$ cat config.mk
export PLATFORM = sky130hd
export DESIGN_NAME = go_back_n_sender_unit_flat
export DESIGN_NICKNAME = d
export VERILOG_FILES = /design/src/rtl/gbn_pkg.sv /design/src/rtl/gbn_if.sv /design/src/rtl/gbn_store.sv /design/src/rtl/go_back_n_sender_unit.sv /design/src/flat_wrapper.sv
export VERILOG_INCLUDE_DIRS = /design/src /design/src/rtl
export SDC_FILE = /design/constraint.sdc
export NUM_CORES = 1
export LEC_CHECK = 0
export BUFFER_PORTS_ARGS = -buffer_cell sky130_fd_sc_hd__buf_2
export CAP_MARGIN = 25
export CORE_ASPECT_RATIO = 0.7
export CORE_MARGIN = 2
export CORE_UTILIZATION = 40
export DETAILED_ROUTE_END_ITERATION = 8
export GPL_ROUTABILITY_DRIVEN = 0
export PLACE_DENSITY = 0.58
export SYNTH_ARGS = -nofsm -noshare
export SYNTH_HDL_FRONTEND = slang
export SYNTH_HIERARCHICAL = 1
export SYNTH_SLANG_ARGS = --single-unit
$ cat constraint.sdc
create_clock -name clock -period 4.7 [get_ports clock]
set_input_delay 0.47 -clock clock [delete_from_list [all_inputs] [get_ports clock]]
set_output_delay 0.47 -clock clock [all_outputs]
set_load 0.05 [all_outputs]
$ cat src/rtl/go_back_n_sender_unit_assert.svh
// ---------------------------------------------------------------------------
// Go-Back-N sender assertion macros
// Shorthand for the concurrent checks used in the sender's RTL.
// ---------------------------------------------------------------------------
`ifndef GO_BACK_N_SENDER_UNIT_ASSERT_SVH
`define GO_BACK_N_SENDER_UNIT_ASSERT_SVH

// Same-cycle implication, disabled in reset
`define GBN_ASSERT_IMPLIES(lbl, clk, rst, ante, cons, msg) \
   lbl: assert property (@(posedge clk) disable iff (rst) (ante) |-> (cons)) \
      else $error(msg);

// Next-cycle implication, disabled in reset
`define GBN_ASSERT_NEXT(lbl, clk, rst, ante, cons, msg) \
   lbl: assert property (@(posedge clk) disable iff (rst) (ante) |=> (cons)) \
      else $error(msg);

`endif

$ cat src/rtl/gbn_pkg.sv
// ---------------------------------------------------------------------------
// gbn_pkg
// Field widths, codes and shared types of the Go-Back-N sender.
// ---------------------------------------------------------------------------
`default_nettype none

package gbn_pkg;

   // Fixed field widths of the item channels
   localparam int FUNC_W    = 2;
   localparam int DATA_W    = 32;
   localparam int SEQ_W     = 3;
   localparam int KIND_W    = 2;
   localparam int TCMD_W    = 2;

   // Request codes
   typedef enum logic [FUNC_W-1:0] {
      FUNC_SEND    = 2'd0,
      FUNC_ACK     = 2'd1,
      FUNC_TIMEOUT = 2'd2,
      FUNC_NOP     = 2'd3
   } func_type;

   // Result kinds
   typedef enum logic [KIND_W-1:0] {
      KIND_NEW     = 2'd0,
      KIND_REFUSED = 2'd1,
      KIND_STATUS  = 2'd2,
      KIND_RETX    = 2'd3
   } kind_type;

   // Timer commands
   typedef enum logic [TCMD_W-1:0] {
      TMR_NONE    = 2'd0,
      TMR_START   = 2'd1,
      TMR_STOP    = 2'd2,
      TMR_RESTART = 2'd3
   } timer_type;

   // Sequencer states
   typedef enum logic [2:0] {
      ST_IDLE  = 3'b001,
      ST_FETCH = 3'b010,
      ST_EMIT  = 3'b100
   } state_type;

   // One result item as held in the output register
   typedef struct packed {
      kind_type          out_kind;
      logic [SEQ_W-1:0]  seq_num;
      logic [DATA_W-1:0] packet_data;
      timer_type         timer_cmd;
      logic [SEQ_W-1:0]  timer_seq;
      logic              ack_taken;
      logic              window_full;
      logic              last;
   } rsp_item_type;

endpackage

`default_nettype wire

$ cat src/rtl/gbn_if.sv
// ---------------------------------------------------------------------------
// gbn_req_if / gbn_rsp_if
// Valid/ready item channels of the Go-Back-N sender.
// ---------------------------------------------------------------------------
`default_nettype none

interface gbn_req_if
   import gbn_pkg::*;
();
   logic              valid;
   logic              ready;
   logic [FUNC_W-1:0] func;
   logic [DATA_W-1:0] payload;
   logic [SEQ_W-1:0]  ack_num;
   logic              ack_ok;

   modport source (output valid, func, payload, ack_num, ack_ok, input ready);
   modport sink   (input valid, func, payload, ack_num, ack_ok, output ready);
endinterface

interface gbn_rsp_if
   import gbn_pkg::*;
();
   logic              valid;
   logic              ready;
   logic [KIND_W-1:0] out_kind;
   logic [SEQ_W-1:0]  seq_num;
   logic [DATA_W-1:0] packet_data;
   logic [TCMD_W-1:0] timer_cmd;
   logic [SEQ_W-1:0]  timer_seq;
   logic              ack_taken;
   logic              window_full;
   logic              last;

   modport source (output valid, out_kind, seq_num, packet_data, timer_cmd, timer_seq,
                   ack_taken, window_full, last, input ready);
   modport sink   (input valid, out_kind, seq_num, packet_data, timer_cmd, timer_seq,
                   ack_taken, window_full, last, output ready);
endinterface

`default_nettype wire

$ cat src/rtl/gbn_store.sv
// ---------------------------------------------------------------------------
// gbn_store
// Packet store: one write port, one read port, registered read data.
// ---------------------------------------------------------------------------
`default_nettype none

module gbn_store #(
   parameter int DEPTH = 8,
   parameter int AW    = 3,
   parameter int DW    = 32
) (
   input  wire logic          clock,
   input  wire logic          wr_en,
   input  wire logic [AW-1:0] wr_addr,
   input  wire logic [DW-1:0] wr_data,
   input  wire logic          rd_en,
   input  wire logic [AW-1:0] rd_addr,
   output logic      [DW-1:0] rd_data
);

   logic [DW-1:0] mem_ff [DEPTH];
   logic [DW-1:0] rd_data_ff;

   // write port
   always_ff @(posedge clock) begin
      if (wr_en) begin
         mem_ff[wr_addr] <= wr_data;
      end
   end

   // read port, data held until the next read
   always_ff @(posedge clock) begin
      if (rd_en) begin
         rd_data_ff <= mem_ff[rd_addr];
      end
   end

   assign rd_data = rd_data_ff;

endmodule

`default_nettype wire

$ cat src/rtl/go_back_n_sender_unit.sv
// ---------------------------------------------------------------------------
// go_back_n_sender_unit
// Go-Back-N ARQ sender: sliding window over a payload store indexed by
// sequence number, cumulative acks, go-back retransmission on timeout.
// ---------------------------------------------------------------------------
//
//   channel  | dir | handshake      | content
//   ---------+-----+----------------+--------------------------------------
//   req_ch   | in  | valid / ready  | func, payload, ack_num, ack_ok
//   rsp_ch   | out | valid / ready  | kind, seq, data, timer cmd, flags
//
// Send, ack, idle timeout and unused codes: one item per cycle while the output
// register is free, one result each. Timeout with packets outstanding: each packet
// takes a store read (FETCH), then an output load (EMIT, waits for a free slot); req stays low meanwhile.
// Results sit in an output register; req is taken while a result waits if
// rsp.ready is high in the same cycle. Synchronous reset, no clearing pass:
// store entries are only read after their send wrote them.
// ---------------------------------------------------------------------------
`default_nettype none
`include "go_back_n_sender_unit_assert.svh"

module go_back_n_sender_unit
   import gbn_pkg::*;
#(
   parameter int WINDOW       = 4,
   parameter int SEQ_SPACE    = 8,
   parameter int PAYLOAD_BITS = 32
) (
   input wire logic clock,
   input wire logic reset,
   gbn_req_if.sink   req_ch,
   gbn_rsp_if.source rsp_ch
);

   localparam int SeqW   = $clog2(SEQ_SPACE);
   localparam int CntW   = $clog2(WINDOW + 1);
   localparam int StoreW = (PAYLOAD_BITS < DATA_W) ? PAYLOAD_BITS : DATA_W;
   localparam int CmpA   = (SeqW + 1 > SEQ_W) ? SeqW + 1 : SEQ_W;
   localparam int CmpW   = (CmpA > CntW) ? CmpA : CntW;
   localparam logic [SeqW-1:0] SeqLast = SeqW'(SEQ_SPACE - 1);

   // control state
   state_type       state_ff,     state_in;
   logic [SeqW-1:0] base_ff,      base_in;
   logic [SeqW-1:0] next_ff,      next_in;
   logic [CntW-1:0] in_flight_ff, in_flight_in;
   logic            full_ff,      full_in;
   logic [SeqW-1:0] rd_ptr_ff,    rd_ptr_in;
   logic [CntW-1:0] retx_cnt_ff,  retx_cnt_in;
   logic            rsp_valid_ff, rsp_valid_in;
   rsp_item_type    rsp_ff,       rsp_in;

   // store ports
   logic              wr_en;
   logic [SeqW-1:0]   wr_addr;
   logic [StoreW-1:0] wr_data;
   logic              rd_en;
   logic [SeqW-1:0]   rd_addr;
   logic [StoreW-1:0] rd_data;

   // item decode helpers
   logic              slot_free;
   logic              req_fire;
   logic [StoreW-1:0] payload_n;
   logic [SeqW-1:0]   next_inc;
   logic [SeqW-1:0]   rd_ptr_inc;
   logic [CmpW-1:0]   ack_ext;
   logic              ack_in_range;
   logic [SeqW-1:0]   ack_seq;
   logic [CmpW-1:0]   ack_off;
   logic              ack_hit;
   logic [SeqW-1:0]   ack_base;
   logic [CntW-1:0]   ack_flight;
   logic [CntW-1:0]   flight_inc;
   logic              retx_last;

   gbn_store #(
      .DEPTH (SEQ_SPACE),
      .AW    (SeqW),
      .DW    (StoreW)
   ) u_store (
      .clock   (clock),
      .wr_en   (wr_en),
      .wr_addr (wr_addr),
      .wr_data (wr_data),
      .rd_en   (rd_en),
      .rd_addr (rd_addr),
      .rd_data (rd_data)
   );

   // handshake
   assign slot_free    = !rsp_valid_ff || rsp_ch.ready;
   assign req_ch.ready = (state_ff == ST_IDLE) && slot_free;
   assign req_fire     = req_ch.valid && req_ch.ready;

   // sequence arithmetic, wraps at SEQ_SPACE
   assign payload_n  = StoreW'(req_ch.payload);
   assign next_inc   = (next_ff == SeqLast) ? '0 : next_ff + SeqW'(1);
   assign rd_ptr_inc = (rd_ptr_ff == SeqLast) ? '0 : rd_ptr_ff + SeqW'(1);
   assign flight_inc = in_flight_ff + CntW'(1);

   // ack window check: offset of ack from base, modulo SEQ_SPACE
   assign ack_ext      = CmpW'(req_ch.ack_num);
   assign ack_in_range = ack_ext < CmpW'(SEQ_SPACE);
   assign ack_seq      = SeqW'(req_ch.ack_num);
   assign ack_off      = (ack_seq >= base_ff)
                       ? CmpW'(ack_seq) - CmpW'(base_ff)
                       : CmpW'(ack_seq) + CmpW'(SEQ_SPACE) - CmpW'(base_ff);
   assign ack_hit      = req_ch.ack_ok && ack_in_range && (in_flight_ff != '0)
                       && (ack_off < CmpW'(in_flight_ff));
   assign ack_base     = (ack_seq == SeqLast) ? '0 : ack_seq + SeqW'(1);
   assign ack_flight   = CntW'(CmpW'(in_flight_ff) - ack_off - CmpW'(1));

   assign retx_last = (retx_cnt_ff + CntW'(1)) == in_flight_ff;

   // next state and result
   always_comb begin
      state_in     = state_ff;
      base_in      = base_ff;
      next_in      = next_ff;
      in_flight_in = in_flight_ff;
      full_in      = full_ff;
      rd_ptr_in    = rd_ptr_ff;
      retx_cnt_in  = retx_cnt_ff;
      rsp_valid_in = rsp_valid_ff && !rsp_ch.ready;
      rsp_in       = rsp_ff;
      wr_en        = 1'b0;
      wr_addr      = next_ff;
      wr_data      = payload_n;
      rd_en        = 1'b0;
      rd_addr      = rd_ptr_ff;

      case (state_ff)
         ST_IDLE: begin
            if (req_fire) begin
               // default: one status result
               rsp_valid_in       = 1'b1;
               rsp_in             = '0;
               rsp_in.out_kind    = KIND_STATUS;
               rsp_in.timer_cmd   = TMR_NONE;
               rsp_in.window_full = full_ff;
               rsp_in.last        = 1'b1;
               case (func_type'(req_ch.func))
                  FUNC_SEND: begin
                     if (full_ff || (in_flight_ff >= CntW'(WINDOW))) begin
                        full_in            = 1'b1;
                        rsp_in.out_kind    = KIND_REFUSED;
                        rsp_in.window_full = 1'b1;
                     end else begin
                        wr_en              = 1'b1;
                        next_in            = next_inc;
                        in_flight_in       = flight_inc;
                        full_in            = flight_inc >= CntW'(WINDOW);
                        rsp_in.out_kind    = KIND_NEW;
                        rsp_in.seq_num     = SEQ_W'(next_ff);
                        rsp_in.packet_data = DATA_W'(payload_n);
                        rsp_in.window_full = flight_inc >= CntW'(WINDOW);
                        if (in_flight_ff == '0) begin
                           rsp_in.timer_cmd = TMR_START;
                           rsp_in.timer_seq = SEQ_W'(next_ff);
                        end
                     end
                  end
                  FUNC_ACK: begin
                     if (ack_hit) begin
                        base_in            = ack_base;
                        in_flight_in       = ack_flight;
                        full_in            = 1'b0;
                        rsp_in.ack_taken   = 1'b1;
                        rsp_in.window_full = 1'b0;
                        if (ack_flight == '0) begin
                           rsp_in.timer_cmd = TMR_STOP;
                           rsp_in.timer_seq = SEQ_W'(base_ff);
                        end else begin
                           rsp_in.timer_cmd = TMR_RESTART;
                           rsp_in.timer_seq = SEQ_W'(ack_base);
                        end
                     end
                  end
                  FUNC_TIMEOUT: begin
                     // go back to base: results come from the store walk
                     if (in_flight_ff != '0) begin
                        rsp_valid_in = rsp_valid_ff && !rsp_ch.ready;
                        rsp_in       = rsp_ff;
                        rd_ptr_in    = base_ff;
                        retx_cnt_in  = '0;
                        state_in     = ST_FETCH;
                     end
                  end
                  default: begin
                  end
               endcase
            end
         end
         ST_FETCH: begin
            rd_en    = 1'b1;
            state_in = ST_EMIT;
         end
         ST_EMIT: begin
            if (slot_free) begin
               rsp_valid_in       = 1'b1;
               rsp_in             = '0;
               rsp_in.out_kind    = KIND_RETX;
               rsp_in.seq_num     = SEQ_W'(rd_ptr_ff);
               rsp_in.packet_data = DATA_W'(rd_data);
               rsp_in.timer_cmd   = TMR_NONE;
               rsp_in.window_full = full_ff;
               rsp_in.last        = retx_last;
               if (retx_cnt_ff == '0) begin
                  rsp_in.timer_cmd = TMR_RESTART;
                  rsp_in.timer_seq = SEQ_W'(rd_ptr_ff);
               end
               if (retx_last) begin
                  state_in = ST_IDLE;
               end else begin
                  rd_ptr_in   = rd_ptr_inc;
                  retx_cnt_in = retx_cnt_ff + CntW'(1);
                  state_in    = ST_FETCH;
               end
            end
         end
         default: begin
            state_in = ST_IDLE;
         end
      endcase
   end

   // control registers
   always_ff @(posedge clock) begin
      if (reset) begin
         state_ff     <= ST_IDLE;
         base_ff      <= '0;
         next_ff      <= '0;
         in_flight_ff <= '0;
         full_ff      <= 1'b0;
         rsp_valid_ff <= 1'b0;
      end else begin
         state_ff     <= state_in;
         base_ff      <= base_in;
         next_ff      <= next_in;
         in_flight_ff <= in_flight_in;
         full_ff      <= full_in;
         rsp_valid_ff <= rsp_valid_in;
      end
   end

   // walk pointer and result payload
   always_ff @(posedge clock) begin
      rd_ptr_ff   <= rd_ptr_in;
      retx_cnt_ff <= retx_cnt_in;
      rsp_ff      <= rsp_in;
   end

   // result channel
   assign rsp_ch.valid       = rsp_valid_ff;
   assign rsp_ch.out_kind    = rsp_ff.out_kind;
   assign rsp_ch.seq_num     = rsp_ff.seq_num;
   assign rsp_ch.packet_data = rsp_ff.packet_data;
   assign rsp_ch.timer_cmd   = rsp_ff.timer_cmd;
   assign rsp_ch.timer_seq   = rsp_ff.timer_seq;
   assign rsp_ch.ack_taken   = rsp_ff.ack_taken;
   assign rsp_ch.window_full = rsp_ff.window_full;
   assign rsp_ch.last        = rsp_ff.last;

   // checks
   `GBN_ASSERT_IMPLIES(a_flight_bound, clock, reset, 1'b1,
      in_flight_ff <= CntW'(WINDOW), "outstanding count exceeds window")
   `GBN_ASSERT_IMPLIES(a_full_consistent, clock, reset, 1'b1,
      full_ff == (in_flight_ff >= CntW'(WINDOW)), "full flag out of step with count")
   `GBN_ASSERT_IMPLIES(a_retx_in_window, clock, reset, state_ff == ST_EMIT,
      retx_cnt_ff < in_flight_ff, "retransmission walk past outstanding packets")
   `GBN_ASSERT_NEXT(a_fetch_then_emit, clock, reset, state_ff == ST_FETCH,
      state_ff == ST_EMIT && $stable(rd_ptr_ff), "store read not followed by emit")

endmodule

`default_nettype wire

$ cat src/flat_wrapper.sv
// flat-port wrapper written by rule: the top's interface ports become plain ports
module go_back_n_sender_unit_flat import gbn_pkg::*;
#(
   parameter int WINDOW       = 4,
   parameter int SEQ_SPACE    = 8,
   parameter int PAYLOAD_BITS = 32
)
  (clock, reset, req_ch_valid, req_ch_func, req_ch_payload, req_ch_ack_num, req_ch_ack_ok, req_ch_ready, rsp_ch_valid, rsp_ch_out_kind, rsp_ch_seq_num, rsp_ch_packet_data, rsp_ch_timer_cmd, rsp_ch_timer_seq, rsp_ch_ack_taken, rsp_ch_window_full, rsp_ch_last, rsp_ch_ready);
  gbn_req_if req_ch_i ();
  gbn_rsp_if rsp_ch_i ();
  input wire logic clock;
  input wire logic reset;
  input wire logic [$bits(req_ch_i.valid)-1:0] req_ch_valid;
  input wire logic [$bits(req_ch_i.func)-1:0] req_ch_func;
  input wire logic [$bits(req_ch_i.payload)-1:0] req_ch_payload;
  input wire logic [$bits(req_ch_i.ack_num)-1:0] req_ch_ack_num;
  input wire logic [$bits(req_ch_i.ack_ok)-1:0] req_ch_ack_ok;
  output wire logic [$bits(req_ch_i.ready)-1:0] req_ch_ready;
  output wire logic [$bits(rsp_ch_i.valid)-1:0] rsp_ch_valid;
  output wire logic [$bits(rsp_ch_i.out_kind)-1:0] rsp_ch_out_kind;
  output wire logic [$bits(rsp_ch_i.seq_num)-1:0] rsp_ch_seq_num;
  output wire logic [$bits(rsp_ch_i.packet_data)-1:0] rsp_ch_packet_data;
  output wire logic [$bits(rsp_ch_i.timer_cmd)-1:0] rsp_ch_timer_cmd;
  output wire logic [$bits(rsp_ch_i.timer_seq)-1:0] rsp_ch_timer_seq;
  output wire logic [$bits(rsp_ch_i.ack_taken)-1:0] rsp_ch_ack_taken;
  output wire logic [$bits(rsp_ch_i.window_full)-1:0] rsp_ch_window_full;
  output wire logic [$bits(rsp_ch_i.last)-1:0] rsp_ch_last;
  input wire logic [$bits(rsp_ch_i.ready)-1:0] rsp_ch_ready;
  assign req_ch_i.valid = req_ch_valid;
  assign req_ch_i.func = req_ch_func;
  assign req_ch_i.payload = req_ch_payload;
  assign req_ch_i.ack_num = req_ch_ack_num;
  assign req_ch_i.ack_ok = req_ch_ack_ok;
  assign req_ch_ready = req_ch_i.ready;
  assign rsp_ch_valid = rsp_ch_i.valid;
  assign rsp_ch_out_kind = rsp_ch_i.out_kind;
  assign rsp_ch_seq_num = rsp_ch_i.seq_num;
  assign rsp_ch_packet_data = rsp_ch_i.packet_data;
  assign rsp_ch_timer_cmd = rsp_ch_i.timer_cmd;
  assign rsp_ch_timer_seq = rsp_ch_i.timer_seq;
  assign rsp_ch_ack_taken = rsp_ch_i.ack_taken;
  assign rsp_ch_window_full = rsp_ch_i.window_full;
  assign rsp_ch_last = rsp_ch_i.last;
  assign rsp_ch_i.ready = rsp_ch_ready;
  go_back_n_sender_unit #(.WINDOW(WINDOW), .SEQ_SPACE(SEQ_SPACE), .PAYLOAD_BITS(PAYLOAD_BITS)) u_core (.clock(clock), .reset(reset), .req_ch(req_ch_i), .rsp_ch(rsp_ch_i));
endmodule
==> results of run 1 <==
-- worst max-delay path: stages, from the launching register on --
cell and delay, ns:
dfxtp_1 0.40, ha_1 0.20, inv_1 0.06, fa_1 0.36, inv_1 0.08, fa_1 0.40, inv_1 0.07, ha_1 0.25
a2111oi_2 0.50, nand4_1 0.27, nand2b_1 0.30, o21a_1 0.16
-- path summary, 6_finish.rpt --
check,from,to,cells past startpoint
hold / removal,req_ch_payload[6],u_core/u_store/mem_ff[5][6],1
hold reg to reg,u_core/base_ff[1],u_core/base_ff[1],2
setup reg to reg,u_core/base_ff[0],u_core/rsp_ch.window_full,11
setup / recovery,u_core/base_ff[0],u_core/rsp_ch.window_full,11
-- synth_stat cells, types with 4 or more instances --
cell type  count
edfxtp_1     339
clkbuf_1      13
nand4_1        4
a22o_1        35
a21oi_1       12
buf_2          9
mux4_2        24
o21ai_0        9
nand2_1       21
mux2_2        32
buf_6          7
mux4_1        40
ha_1          15
dfxtp_1       14
nor2_1        24
nand2b_1       7
inv_1         17
-- where the power goes --
part	leakage (µW)	switching, µW	internal, µW
registers	0.00321	14.6	3490
logic	0.00178	224	75.8
clock network	0.000531	1160	1490
-- stage by stage --
stage / cell area (µm²) / power [µW] / hold slack, ns / cells
2_1_floorplan: 14000 / 3750 / 0.454 / 685
3_3_place_gp: 15100 / 3860 / 0.467 / 1232
3_5_place_dp: 15100 / 3870 / 0.501 / 1232
4_1_cts: 16200 / 6530 / 0.208 / 1298
5_1_grt: 16200 / 6670 / 0.218 / 1298
6_report: 16200 / 6450 / 0.230 / 1298
-- cell families (layout without fill, tap and decap cells) --
logic type / after synthesis / count (layout) / synth area share
flip-flops: 353 / 353 / 0.745
XOR/XNOR: 6 / 6 / 0.00374
adder cells (fa/ha/maj): 18 / 18 / 0.0176
buffers and inverters: 50 / 191 / 0.0179
AND/OR/NAND/NOR: 82 / 82 / 0.0316
AO/OA/AOI/OAI: 77 / 77 / 0.0429
multiplexers: 99 / 99 / 0.141
-- area by class of cell --
type	count	share of cell area
clock buffers	48	0.0610
clock inverters	18	0.00603
inverters	18	0.00417
multi-input cells	282	0.210
flip-flops and latches	353	0.646
well taps	472	0.0365
repair buffers	107	0.0368
-- metal layers --
layer	GRT usage	routed length (µm)	vias to the layer above
li1	-	-	3076
met1	0.231	13700	3722
met2	0.266	14500	167
met3	0.0337	1410	45
met4	0.0410	482	2
met5	0	13	-
==> results.cfg, run 1 <==
[critical_path]
r2r_setup_slack_ns = 1.41
cp.required_ns = 4.97
arrival_ns = 3.56
setup.worst_path.class = register to register
cp_max_fo = 6
start_kind = register
critPathCaptureType = register

[floorplan]
die_w_um = 228
coreArea_um2 = 34700
io_pins = 89
initial_core_util = 0.405
row_count = 57
fp.dieArea_um2 = 36600
fp.dieH_um = 161

[clocking]
clk_latency_ns = 0.53
cts_tree = built
htree_levels = 2
clk_transition_reported_paths_ns = 0.06
cts_sinks = 353
clockBufferDepth = 3
cts_hold_buf = 0
cts-root-buf = clkbuf_16
post_cts_buffers = 0
cts_made_buffers = 36
cts.repair.resized = 0

[timing]
setup_tns_ns = 0
fin_ws_ns = 1.41
drv_slew = 0
fin_crit_sh = 0.699
rsz0062_at_grt = no
worst_pin_slew_ns = 0.964
finalSetupViolations = 0
min_period_ns = 3.29
maxSlewHeadroom = 0.356
clock_skew_ns = 0.0160
finalHoldViolations = 0
fmax_mhz = 304

[synth]
yosysTopAreaCellShare = 0.725
ys_top_cells_by_area = edfxtp_1, mux4_1, mux4_2
synth-main-ff-cell = edfxtp_1
synth.distinct_cells = 56
yosysWarningCount = 6
postSynth.asyncResetShare = 0
synth_edf_count = 339
syn_inst = 685
netlist_area_um2 = 14000
ys_seq_area_frac = 0.745
postSynthAreaPerCell_um2 = 20.5
syn_nets = 745
yosysTopAreaCell = edfxtp_1
synth_seq_cells = 353

[finish]
nets = 858
final_core_util = 0.467
syn_to_final_growth_pct = 15.4
largest-register = u_core/u_store/mem_ff
register_area_um2 = 10500
final_common_cell = edfxtp_1
multiInputGateArea_um2 = 3400
largest_reg_flops = 256
drive_above_1_share = 0.281
diodes = 0
layout_common_cells = edfxtp_1, buf_2, mux4_1
fill_cells = 2987

[placed_design]
dp_slack_ns = 1.21
portBuffers = 88
dp_hpwl_um = 17100

[route]
drt_wl_total_um = 30100
routed_via_density = 5.40
first_iter_violations = 528
drt-wirelength-per-cell_um = 23.2
drc = 0
drt_pre_antenna_iters = 4
vias = 7012
ant_nets = 0

[global_routing]
grt_pass1_wl_um = 45500
grt_pass1_vias = 7441
overflow = 0
antenna_found_initial = 1
grt_usage = 0.165
grt_max_degree = 45

[run_status]
outcome = finished, final reports clean

[flow_run]
maxCapViolations = 0

[power]
cellPowerDensity_nw_per_um2 = 398
cellLeakagePower_uw = 0.00553
ir_drop_mv = 0.342

[worst_hold_path]
hold_class = primary input to register
Note: power is estimated with default switching activity, not from simulation.
==> run 2, diff against run 1 <==
--- a/config.mk
+++ b/config.mk
@@ -6,6 +6,7 @@
 export SDC_FILE = /design/constraint.sdc
 export NUM_CORES = 1
 export LEC_CHECK = 0
+export ABC_AREA = 1
 export BUFFER_PORTS_ARGS = -buffer_cell sky130_fd_sc_hd__buf_2
 export CAP_MARGIN = 25
 export CORE_ASPECT_RATIO = 0.7
==> constraint.sdc (replaced) <==
create_clock -name clock -period 3.43 [get_ports clock]
set_input_delay 0.343 -clock clock [delete_from_list [all_inputs] [get_ports clock]]
set_output_delay 0.343 -clock clock [all_outputs]
set_load 0.05 [all_outputs]
==> results.cfg, run 2 <==
[timing]
min_period_ns = 2.94
finalSetupViolations = 0
rsz0062_at_grt = no
fin_crit_sh = 0.857
finalHoldViolations = 0
fmax_mhz = 340
maxSlewHeadroom = 0.374
worst_pin_slew_ns = 0.940
clock_skew_ns = 0.0143
drv_slew = 0
setup_tns_ns = 0
hold_slack_ns = 0.0954

[worst_hold_path]
hold_start = reset
hold_class = primary input to register

[floorplan]
die_w_um = 241
fp.dieArea_um2 = 40800
io_pins = 89
fp.dieH_um = 170
initial_core_util = 0.407
coreArea_um2 = 38500
row_count = 60

[finish]
layout_common_cells = nand2_1, edfxtp_1, inv_1
syn_to_final_growth_pct = 13.7
nets = 1698
stdcell_count = 2195
largest-register = u_core/u_store/mem_ff
largest_reg_flops = 256
fill_cells = 3579
final_common_cell = nand2_1
drive_above_1_share = 0.116

[critical_path]
cp.required_ns = 3.71
rr_startpoint = u_core/base_ff[0]
setup.worst_path.class = register to register
start_kind = register
critPathCaptureType = register
arrival_ns = 3.22
critPathLaunch = u_core/base_ff[0]
cp_max_fo = 7

[synth]
postSynthAreaPerCell_um2 = 10.1
yosysWarningCount = 6
synth.most_common_cell = nand2_1
ys_top_cells_by_area = edfxtp_1, nand2_1, inv_1
syn_nets = 1606
synth.distinct_cells = 35
synth_seq_cells = 353
synth-main-ff-cell = edfxtp_1
yosysTopAreaCell = edfxtp_1
netlist_area_um2 = 15700
syn_inst = 1546
synth_common_cells = nand2_1, edfxtp_1, inv_1
postSynth.asyncResetShare = 0
synth_edf_count = 339
ys_seq_area_frac = 0.667
yosysTopAreaCellShare = 0.649

[power]
cellLeakagePower_uw = 0.00793
cellPowerDensity_nw_per_um2 = 538
ir_drop_mv = 0.280
finalPower_uw = 9590

[flow_run]
maxCapViolations = 0

[route]
first_iter_violations = 744
routed_via_density = 4.65
drt_wl_total_um = 36200
ant_nets = 0
drt_pre_antenna_iters = 7
drt-wirelength-per-cell_um = 16.5
vias = 10200
drc = 0

[clocking]
cts_sinks = 353
post_cts_buffers = 0
cts_tree = built
clockBufferDepth = 3
cts.repair.resized = 0
cts_made_buffers = 37
cts-root-buf = clkbuf_16
clk_latency_ns = 0.53
htree_levels = 2
cts_hold_buf = 0
clk_transition_reported_paths_ns = 0.06

[global_routing]
grt_pass1_vias = 9871
grt_pass1_wl_um = 55600
overflow = 0
grt_max_degree = 73
grt_usage = 0.180
antenna_found_initial = 2

[run_status]
outcome = finished, final reports clean

[placed_design]
portBuffers = 88
dp_hpwl_um = 19700
dp.cells = 2126
run 2: power by group:
group | internal, µW | switching (µW)
combinational | 203 | 706
sequential | 4860 | 46.2
clock | 2160 | 1620
total | 7220 | 2370
run 2: final cells by class:
class,instances,area [µm²],area share
clock buffer,50,1020,0.0571
timing repair buffer,116,676,0.0379
inverter,304,1140,0.0642
sequential,353,10500,0.587
antenna,1,2.50,0.000140
tap,527,659,0.0370
clock inverter,18,110,0.00618
multi-input combinational,826,3760,0.211
run 2: worst max-delay path, cell delays in order, from the launching register on:
cell and delay, ns:
dfxtp_1 0.38, ha_1 0.17, inv_1 0.06, fa_1 0.36, inv_1 0.08, fa_1 0.41, inv_1 0.07, ha_1 0.23
nand2_1 0.09, inv_1 0.05, nor2_1 0.12, nand3_1 0.22, nand2_1 0.12, o21ai_0 0.09, nand2_1 0.07, o21ai_0 0.07
nand2_1 0.06, nand2_1 0.05
run 2: logic make-up after synthesis:
group / after synthesis / synth area share
AND/OR/NAND/NOR: 770 / 0.205
XOR/XNOR: 4 / 0.00224
adder cells (fa/ha/maj): 18 / 0.0158
AO/OA/AOI/OAI: 34 / 0.0118
buffers and inverters: 367 / 0.0977
flip-flops: 353 / 0.667
run 2: per-stage QoR:
stage | setup WS [ns] | instance area, µm² | util
6_report | 0.491 | 17800 | 0.463
5_1_grt | 0.291 | 17800 | 0.463
4_1_cts | 0.538 | 17800 | 0.463
3_5_place_dp | 0.419 | 16700 | 0.433
3_3_place_gp | 0.469 | 16700 | 0.433
2_1_floorplan | 0.0476 | 15700 | -
run 2: worst paths after layout:
path / to / slack, ns / cells past startpoint
hold / removal: u_core/next_ff[1] / 0.1 / 2
hold reg to reg: u_core/base_ff[1] / 0.47 / 2
setup / recovery: u_core/rsp_ch.timer_seq[2] / 0.49 / 17
setup reg to reg: u_core/rsp_ch.timer_seq[2] / 0.49 / 17
run 2: routing by layer:
layer / global-route usage / vias to the layer above / routed length, µm
li1: - / 5095 / -
met1: 0.245 / 4849 / 16900
met2: 0.300 / 225 / 17000
met3: 0.0303 / 46 / 1710
met4: 0.0475 / 2 / 597
met5: 0 / - / 13
